--- src/rtl/cst_pkg.sv ---
// Package for the CIGAR string tokenizer: operation and error codes and the
// ASCII character constants used by the decoder. No dependencies.
package cst_pkg;

    // Operation codes as carried on the result channel.
    typedef enum logic [2:0] {
        OP_M = 3'd0,
        OP_I = 3'd1,
        OP_D = 3'd2,
        OP_N = 3'd3,
        OP_S = 3'd4
    } t_op_code;

    // Error codes as carried on the result channel.
    typedef enum logic [2:0] {
        ERR_NONE   = 3'd0,
        ERR_LENGTH = 3'd1,
        ERR_CODE   = 3'd2,
        ERR_INDEL  = 3'd3,
        ERR_OPS    = 3'd4
    } t_err_code;

    // ASCII characters recognised in a CIGAR string.
    localparam logic [7:0] CH_ZERO = 8'h30;
    localparam logic [7:0] CH_NINE = 8'h39;
    localparam logic [7:0] CH_M    = 8'h4D;
    localparam logic [7:0] CH_I    = 8'h49;
    localparam logic [7:0] CH_D    = 8'h44;
    localparam logic [7:0] CH_N    = 8'h4E;
    localparam logic [7:0] CH_S    = 8'h53;

    // Widths of the fixed result fields.
    localparam int OUT_LEN_BITS = 28;
    localparam int COUNT_BITS   = 9;

endpackage

--- src/rtl/cigar_string_tokenizer_top.sv ---
// CIGAR string tokenizer: one character per request in, at most one decoded
// operation per request out. Depends on cst_pkg.
//
// Usage:
//   The input channel (i_valid / o_ready) carries one ASCII character of a
//   CIGAR string per request, with i_first_char marking the start of a string
//   (which also samples i_start_position and i_allow_indels) and i_last_char
//   marking its end. Digits build a run length; each code letter produces one
//   request on the output channel (o_valid / i_ready) holding the length, the
//   code, the reference start, the operation index and the running N count.
//   An error produces one result with a non-zero error code and last_op set,
//   after which the rest of the string is ignored until the next first_char.
// Timing:
//   Characters are registered on entry and decoded from the input register
//   into the result register, which presents each result. One character is
//   accepted every cycle while the result register is free; the rate is set
//   by the update of the run length and position registers in the decode stage.
// Reset and stalls:
//   After reset the block ignores characters until one carries i_first_char.
//   When the receiver holds i_ready low with a result waiting, the input
//   register still fills; o_ready then falls until the result is taken.
module cigar_string_tokenizer_top
    import cst_pkg::*;
#(
    parameter int MAX_OPS     = 256,
    parameter int LENGTH_BITS = 28
) (
    input  logic        i_clk,
    input  logic        i_rst_n,
    // Input channel
    input  logic        i_valid,
    output logic        o_ready,
    input  logic [7:0]  i_character,
    input  logic        i_first_char,
    input  logic        i_last_char,
    input  logic [31:0] i_start_position,
    input  logic        i_allow_indels,
    // Output channel
    output logic        o_valid,
    input  logic        i_ready,
    output logic [27:0] o_op_length,
    output logic [2:0]  o_op_code,
    output logic [31:0] o_ref_start,
    output logic [7:0]  o_op_index,
    output logic [8:0]  o_split_count,
    output logic [2:0]  o_error_code,
    output logic        o_last_op
);

    localparam int AW = LENGTH_BITS + 1;
    localparam int PW = LENGTH_BITS + 5;
    localparam int OW = (LENGTH_BITS > OUT_LEN_BITS) ? LENGTH_BITS : OUT_LEN_BITS;
    localparam logic [AW-1:0] LEN_MAX  = AW'((64'd1 << LENGTH_BITS) - 64'd1);
    localparam logic [AW-1:0] LEN_OVER = AW'(64'd1 << LENGTH_BITS);
    localparam logic [COUNT_BITS-1:0] OPS_LIMIT = COUNT_BITS'(MAX_OPS);

    // Input register
    logic        r_in_valid;
    logic [7:0]  r_in_char;
    logic        r_in_first;
    logic        r_in_last;
    logic [31:0] r_in_start;
    logic        r_in_indels;

    // Parser state
    logic [AW-1:0]         r_acc;
    logic                  r_seen;
    logic [31:0]           r_pos;
    logic [COUNT_BITS-1:0] r_count;
    logic [COUNT_BITS-1:0] r_splits;
    logic                  r_indels;
    logic                  r_drop;

    logic [AW-1:0]         n_acc;
    logic                  n_seen;
    logic [31:0]           n_pos;
    logic [COUNT_BITS-1:0] n_count;
    logic [COUNT_BITS-1:0] n_splits;
    logic                  n_drop;

    // Result register
    logic                    r_out_valid;
    logic [OUT_LEN_BITS-1:0] r_out_len;
    t_op_code                r_out_code;
    logic [31:0]             r_out_ref;
    logic [7:0]              r_out_index;
    logic [COUNT_BITS-1:0]   r_out_splits;
    t_err_code               r_out_err;
    logic                    r_out_last;

    // Working values of the decode stage
    logic                  out_free;
    logic                  fire;
    logic [AW-1:0]         cur_acc;
    logic                  cur_seen;
    logic [31:0]           cur_pos;
    logic [COUNT_BITS-1:0] cur_count;
    logic [COUNT_BITS-1:0] cur_splits;
    logic                  cur_indels;
    logic                  cur_drop;
    logic                  is_digit;
    logic [PW-1:0]         dig_prod;
    logic [AW-1:0]         dig_acc;
    logic                  ops_full;
    t_op_code              dec_code;
    logic                  dec_ok;
    logic [32:0]           pos_sum;
    logic                  res_valid;
    t_op_code              res_code;
    t_err_code             res_err;
    logic                  res_last;
    logic [COUNT_BITS-1:0] res_splits;
    logic [AW-1:0]         res_acc;
    logic [LENGTH_BITS-1:0] res_len;
    logic [OW-1:0]         res_len_ext;

    // Handshake: the result register frees when empty or being taken.
    assign out_free = !r_out_valid || i_ready;
    assign fire     = r_in_valid && out_free;
    assign o_ready  = !r_in_valid || out_free;

    // Input register
    always_ff @(posedge i_clk) begin
        if (!i_rst_n) begin
            r_in_valid <= 1'b0;
        end else if (o_ready) begin
            r_in_valid <= i_valid;
        end
    end

    always_ff @(posedge i_clk) begin
        if (o_ready && i_valid) begin
            r_in_char   <= i_character;
            r_in_first  <= i_first_char;
            r_in_last   <= i_last_char;
            r_in_start  <= i_start_position;
            r_in_indels <= i_allow_indels;
        end
    end

    // A first character reloads the string context before it is decoded.
    always_comb begin
        cur_acc    = r_in_first ? '0 : r_acc;
        cur_seen   = r_in_first ? 1'b0 : r_seen;
        cur_pos    = r_in_first ? r_in_start : r_pos;
        cur_count  = r_in_first ? '0 : r_count;
        cur_splits = r_in_first ? '0 : r_splits;
        cur_indels = r_in_first ? r_in_indels : r_indels;
        cur_drop   = r_in_first ? 1'b0 : r_drop;
    end

    // Decimal accumulation: acc * 10 + digit, saturating one above the maximum.
    always_comb begin
        is_digit = (r_in_char >= CH_ZERO) && (r_in_char <= CH_NINE);
        dig_prod = (PW'(cur_acc) << 3) + (PW'(cur_acc) << 1)
                 + PW'(r_in_char - CH_ZERO);
        dig_acc  = (dig_prod > PW'(LEN_MAX)) ? LEN_OVER : AW'(dig_prod);
        ops_full = cur_count >= OPS_LIMIT;
    end

    // Code letter decode.
    always_comb begin
        dec_code = OP_M;
        dec_ok   = 1'b1;
        case (r_in_char)
            CH_M:    dec_code = OP_M;
            CH_I:    dec_code = OP_I;
            CH_D:    dec_code = OP_D;
            CH_N:    dec_code = OP_N;
            CH_S:    dec_code = OP_S;
            default: dec_ok   = 1'b0;
        endcase
    end

    // Saturating reference advance by the current run length.
    assign pos_sum = {1'b0, cur_pos} + 33'(cur_acc[LENGTH_BITS-1:0]);

    // Main decode: next state and the result, if any.
    always_comb begin
        n_acc      = cur_acc;
        n_seen     = cur_seen;
        n_pos      = cur_pos;
        n_count    = cur_count;
        n_splits   = cur_splits;
        n_drop     = cur_drop;
        res_valid  = 1'b0;
        res_code   = OP_M;
        res_err    = ERR_NONE;
        res_last   = 1'b1;
        res_splits = cur_splits;
        res_acc    = cur_acc;
        if (!cur_drop) begin
            if (is_digit) begin
                n_acc  = dig_acc;
                n_seen = 1'b1;
                // Digits left over at the end of the string.
                if (r_in_last) begin
                    res_valid = 1'b1;
                    res_acc   = dig_acc;
                    res_err   = ops_full ? ERR_OPS : ERR_CODE;
                    n_drop    = 1'b1;
                end
            end else if (ops_full) begin
                res_valid = 1'b1;
                res_err   = ERR_OPS;
                n_drop    = 1'b1;
            end else if (!cur_seen || (cur_acc == '0) || cur_acc[LENGTH_BITS]) begin
                res_valid = 1'b1;
                res_err   = ERR_LENGTH;
                n_drop    = 1'b1;
            end else if (!dec_ok) begin
                res_valid = 1'b1;
                res_err   = ERR_CODE;
                n_drop    = 1'b1;
            end else if (!cur_indels && ((dec_code == OP_I) || (dec_code == OP_D))) begin
                res_valid = 1'b1;
                res_err   = ERR_INDEL;
                n_drop    = 1'b1;
            end else begin
                // A well-formed operation.
                res_valid = 1'b1;
                res_code  = dec_code;
                res_last  = r_in_last;
                if (dec_code == OP_N) begin
                    res_splits = cur_splits + 1'b1;
                    n_splits   = cur_splits + 1'b1;
                end
                if ((dec_code == OP_M) || (dec_code == OP_D) || (dec_code == OP_N)) begin
                    n_pos = pos_sum[32] ? '1 : pos_sum[31:0];
                end
                n_count = cur_count + 1'b1;
                n_acc   = '0;
                n_seen  = 1'b0;
                n_drop  = r_in_last;
            end
        end
        res_len     = res_acc[LENGTH_BITS] ? '1 : res_acc[LENGTH_BITS-1:0];
        res_len_ext = OW'(res_len);
    end

    // Parser state register
    always_ff @(posedge i_clk) begin
        if (!i_rst_n) begin
            r_acc    <= '0;
            r_seen   <= 1'b0;
            r_pos    <= '0;
            r_count  <= '0;
            r_splits <= '0;
            r_indels <= 1'b0;
            r_drop   <= 1'b1;
        end else if (fire) begin
            r_acc    <= n_acc;
            r_seen   <= n_seen;
            r_pos    <= n_pos;
            r_count  <= n_count;
            r_splits <= n_splits;
            r_indels <= cur_indels;
            r_drop   <= n_drop;
        end
    end

    // Result register
    always_ff @(posedge i_clk) begin
        if (!i_rst_n) begin
            r_out_valid <= 1'b0;
        end else if (out_free) begin
            r_out_valid <= fire && res_valid;
        end
    end

    always_ff @(posedge i_clk) begin
        if (fire && res_valid) begin
            r_out_len    <= res_len_ext[OUT_LEN_BITS-1:0];
            r_out_code   <= res_code;
            r_out_ref    <= cur_pos;
            r_out_index  <= cur_count[7:0];
            r_out_splits <= res_splits;
            r_out_err    <= res_err;
            r_out_last   <= res_last;
        end
    end

    assign o_valid       = r_out_valid;
    assign o_op_length   = r_out_len;
    assign o_op_code     = r_out_code;
    assign o_ref_start   = r_out_ref;
    assign o_op_index    = r_out_index;
    assign o_split_count = r_out_splits;
    assign o_error_code  = r_out_err;
    assign o_last_op     = r_out_last;

`ifndef NO_ASSERTIONS
    // An error result always closes its string.
    a_err_last: assert property (@(posedge i_clk) disable iff (!i_rst_n)
        (r_out_valid && (r_out_err != ERR_NONE)) |-> r_out_last)
        else $error("error result without last_op");

    // An error result carries the M code.
    a_err_code: assert property (@(posedge i_clk) disable iff (!i_rst_n)
        (r_out_valid && (r_out_err != ERR_NONE)) |-> (r_out_code == OP_M))
        else $error("error result with non-M code");

    // A good result never counts more splits than operations so far.
    a_split_bound: assert property (@(posedge i_clk) disable iff (!i_rst_n)
        (r_out_valid && (r_out_err == ERR_NONE))
            |-> (r_out_splits <= (COUNT_BITS'(r_out_index) + 1'b1)))
        else $error("split count exceeds operation count");

    // The operation counter never passes the limit.
    a_count_bound: assert property (@(posedge i_clk) disable iff (!i_rst_n)
        r_count <= OPS_LIMIT)
        else $error("operation count beyond limit");
`endif

endmodule

--- config.mk ---
export PLATFORM = sky130hd
export DESIGN_NAME = cigar_string_tokenizer_top
export DESIGN_NICKNAME = d
export VERILOG_FILES = /design/src/rtl/cst_pkg.sv /design/src/rtl/cigar_string_tokenizer_top.sv
export SDC_FILE = /design/constraint.sdc
export NUM_CORES = 1
export LEC_CHECK = 0
export ABC_CLOCK_PERIOD_IN_PS = 4900
export BUFFER_PORTS_ARGS = -buffer_cell sky130_fd_sc_hd__buf_2
export CAP_MARGIN = 15
export CORE_MARGIN = 3
export CORE_UTILIZATION = 54
export DETAILED_ROUTE_END_ITERATION = 7
export GPL_TIMING_DRIVEN = 0
export PLACE_DENSITY = 0.76
export RECOVER_POWER = 100
export SLEW_MARGIN = 20
export SYNTH_ARGS = -nofsm -noshare
export SYNTH_HDL_FRONTEND = slang
export SYNTH_SLANG_ARGS = --single-unit
--- constraint.sdc ---
create_clock -name i_clk -period 4.9 [get_ports i_clk]
set_input_delay 0.245 -clock i_clk [delete_from_list [all_inputs] [get_ports i_clk]]
set_output_delay 0.245 -clock i_clk [all_outputs]
set_load 0.01 [all_outputs]
==> summary.txt <==
Yosys
  – Post-synth top cells: 150 x nand2_1, 127 x edfxtp_1, 84 x dfxtp_1
  – Most numerous cell in the Yosys netlist: nand2_1
  – Synthesized area: 13180 um^2
  – Seq/Total Area, Yosys: 41.69%
  – Yosys top cell by area: edfxtp_1
  – Synthesized Nets: 1488
  – Yosys warnings: 0
  – Top-area cell type share of the netlist area: 28.93%
  – Post-synthesis cell count: 1345
  – Post-synth top flop: edfxtp_1
  – Async set-reset flop share out of synthesis: 0%
  – Syn_area_per_cell: 9.801 um^2
  – FF+latch count, synth: 211
  – Post-synth cell types: 84
  – Largest cells by area after synthesis: edfxtp_1 29%, dfxtp_1 13%, ha_1 6.4%, fa_1 4.4%, nand2_1 4.3%
  – Post-synth EDFFs: 127

Flow run
  – Total of max-cap violations: 0

Route
  – Initial detailed-routing violation count: 1450
  – Avg WL per Cell: 22.09 um
  – Drc violations: 0
  – DRT Wirelength: 42810 um
  – Via count: 11880
  – Initial DRT Pass Iterations: 5
  – Post-route ant nets: 0
  – Vias per cell: 6.129

Power and ir drop
  – Worst vdd ir: 0.2468 mV
  – Clock share of power: 40.8%
  – Pwr dens: 259.3 nW/um^2
  – Comb power frac: 13.6%
  – Leakage power: 6.720 nW
  – Net Sw Frac: 25.31%
  – Cell Int Power: 3.230 mW
  – Seq pwr share: 45.6%
  – Sw power: 1.094 mW

Setup path
  – Worst Setup Start Kind: flop
  – Max stage delay on crit path: 0.45 ns
  – Endpoint type of the worst setup path: flop
  – Kind of critical path: flop to flop
  – Crit-path slowest cell: edfxtp_1
  – Largest delay share family, worst path: simple AND/OR/NAND/NOR gates
  – WP buf/inv: 6
  – Cell Chain, Critical Path: ha_4, or3_4, clkinvlp_4, buf_12, buf_4, fa_1, ha_2, nand2_1, o32ai_4, a2111oi_2, buf_4, nor3_1, or3b_2, nand4_1, nor4_4, a2bb2oi_4, buf_6, buf_6, o211ai_1
  – Crit path max fanout: 6
  – Worst endpoint data arrival time: 5.11 ns
  – Crit path required time: 5.14 ns

Timing
  – Final Slew Violations: 0
  – Final Hold Viols: 0
  – Tmin final: 4.866 ns
  – Setup TNS: 0 ns
  – Endpoints failing setup: 0
  – Slew @ Worst Pin: 0.9775 ns
  – Fmax: 0.2055 GHz
  – Final worst-path cycle share: 99.31%
  – Worst clock skew: 0.01380 ns
  – Hold Slack: 0.02640 ns
  – Worst rel slew slack: 34.23%
  – RSZ-0062 raised after global routing: yes

Cells and area
  – # nets final: 1745
  – Antenna diodes: 0
  – Area Overhead vs Synth: 26.50%
  – Area of all placed cells without fillers: 16680 um^2
  – Share of cells above drive strength 1: 24.34%

Die
  – Die H: 162.2 um
  – Row count: 56
  – Die width: 162.2 um
  – Num ports: 133
  – Starting Density: 55.50%
  – Die area: 26320 um^2
  – Core Area: 23750 um^2

CTS
  – H-tree depth: 1
  – Skew-Pair Late Insertion Delay: 0.52 ns
  – CTS Buffer Depth: 3
  – Sink Count: 211
  – Num CTS Buffers: 23
  – CTS tree: yes
  – CTS clock-pin slew for the worst setup and hold paths: 0.06 ns
  – Root buffer cell: clkbuf_16

GRT
  – GRT Total Usage: 31.55%
  – Grt total ovfl: 0
  – Pin count of the biggest net entering global routing: 31
  – Vias in the first global route: 11310
  – Initial antenna violation count: 2
  – First-pass GRT wire length: 64340 um

Min path
  – Hold Path Class: primary input to flop

Place
  – GPL Wtd Cong: 0.9707
  – Hpwl dp: 30570 um
  – Placed inst area: 14350 um^2
  – IO buf count: 132

Outcome
  – Status: finished clean
cell families (layout without fill, tap and decap cells):
group	count (synthesis)	after routing	synth area share, %
xor gates and xnor gates	62	62	4.119
and+or+nand+nor	462	462	17.89
AOI/OAI and AO/OA	380	380	19.30
adders and majority gates	96	96	10.76
muxes	37	37	3.085
DFF	211	211	41.69
buffers and inverters	97	371	3.161
metrics by stage:
| stage | power (mW) | std cells | setup slack, ns | utilization [%] |
|---|---|---|---|---|
| after global routing | 4.463 | 1938 | -0.08186 | 70.21 |
| after global placement | 2.466 | 1796 | -1.760 | 60.01 |
| after floorplan | 2.315 | 1345 | 0.02671 | - |
| after CTS | 4.311 | 1916 | 0.002281 | 68.83 |
| after detailed placement | 2.482 | 1800 | -1.771 | 60.43 |
| final | 4.325 | 1938 | 0.03396 | 70.21 |
cells in the final DEF (no fill, tap or decap), drive strengths merged, types with 8 or more instances in the layout:
master       Yosys  layout
buf             17     211
nand2          151     151
edfxtp         127     127
o21ai           86      86
dfxtp           84      84
a21oi           83      83
nor2            72      72
clkbuf          47      69
ha              67      67
nor2b           62      62
o211ai          44      44
dlygate4sd3      0      43
nand3           37      37
inv             33      33
xor2            32      32
xnor2           30      30
mux2            29      29
fa              29      29
a21o            28      28
nor3            22      22
and2            21      21
a21boi          20      20
nand2b          16      16
and3            15      15
nor4            15      15
a211oi          14      14
nand4           10      10
or2              9       9
o21bai           9       9
mux2i            8       8
a31o             8       8
a31oi            8       8
clkinv           0       8
power groups by stage:
stage | Combinational, mW | Sequential (mW) | Clock (mW)
2_1_floorplan | 0.302 | 2.01 | 0
3_3_place_gp | 0.455 | 2.01 | 0
3_5_place_dp | 0.473 | 2.01 | 0
4_1_cts | 0.551 | 1.97 | 1.79
5_1_grt | 0.631 | 1.98 | 1.86
6_report | 0.587 | 1.97 | 1.76
worst min-delay path: stages:
cell      delay [ns]
buf_2           0.10
inv_1           0.05
a21boi_0        0.09
area by class of cell:
type,instances,area (um^2)
multi-input cells,1037,7716
fillers,1774,7077
flip-flops and latches,211,5495
repair buffers,243,1770
clock buffers,28,604.3
well taps,319,399.1
plain buffers,52,392.9
clock inverters,14,162.7
inverters,33,127.6
repair inverters,1,7.507
layer usage:
layer  GRT usage [%]  share of wire [%]
met1           43.73                 43
met2           49.71                 45
met3           5.152                8.5
met4           12.49                3.8
met5               0              0.033
worst paths after layout:
| kind | depth (start not counted) | slack [ns] | startpoint | to |
|---|---|---|---|---|
| worst max-delay path | 19 | 0.03 | r_in_char[5] | o_op_length[2] |
| worst min-delay path | 3 | 0.03 | i_valid | r_in_valid |
| worst max register to register | 19 | 0.03 | r_in_char[5] | o_op_length[2] |
| worst min register to register | 2 | 0.46 | r_pos[0] | r_pos[0] |
sequential cells by signal (all words and copies together) (netlist names), 3 cells and up:
| register | flops |
|---|---|
| r_pos | 32 |
| o_op_index | 8 |
| r_splits | 9 |
| o_op_code | 3 |
| r_in_char | 8 |
| o_ref_start | 32 |
| r_count | 9 |
| r_acc | 29 |
| o_op_length | 28 |
| r_in_start | 32 |
| o_error_code | 3 |
| o_split_count | 9 |
repair_timing:
action                                  in CTS  in global routing
cloned                                       3                  3
endpoints found under the setup margin      89                 71
hold endpoints to repair                    43                  0
resized for setup                          123                 30
hold buffers                                43                  0
pin swaps                                   20                 32
setup buffers                               36                 23
No activity file was read; power rests on OpenSTA's default activity.
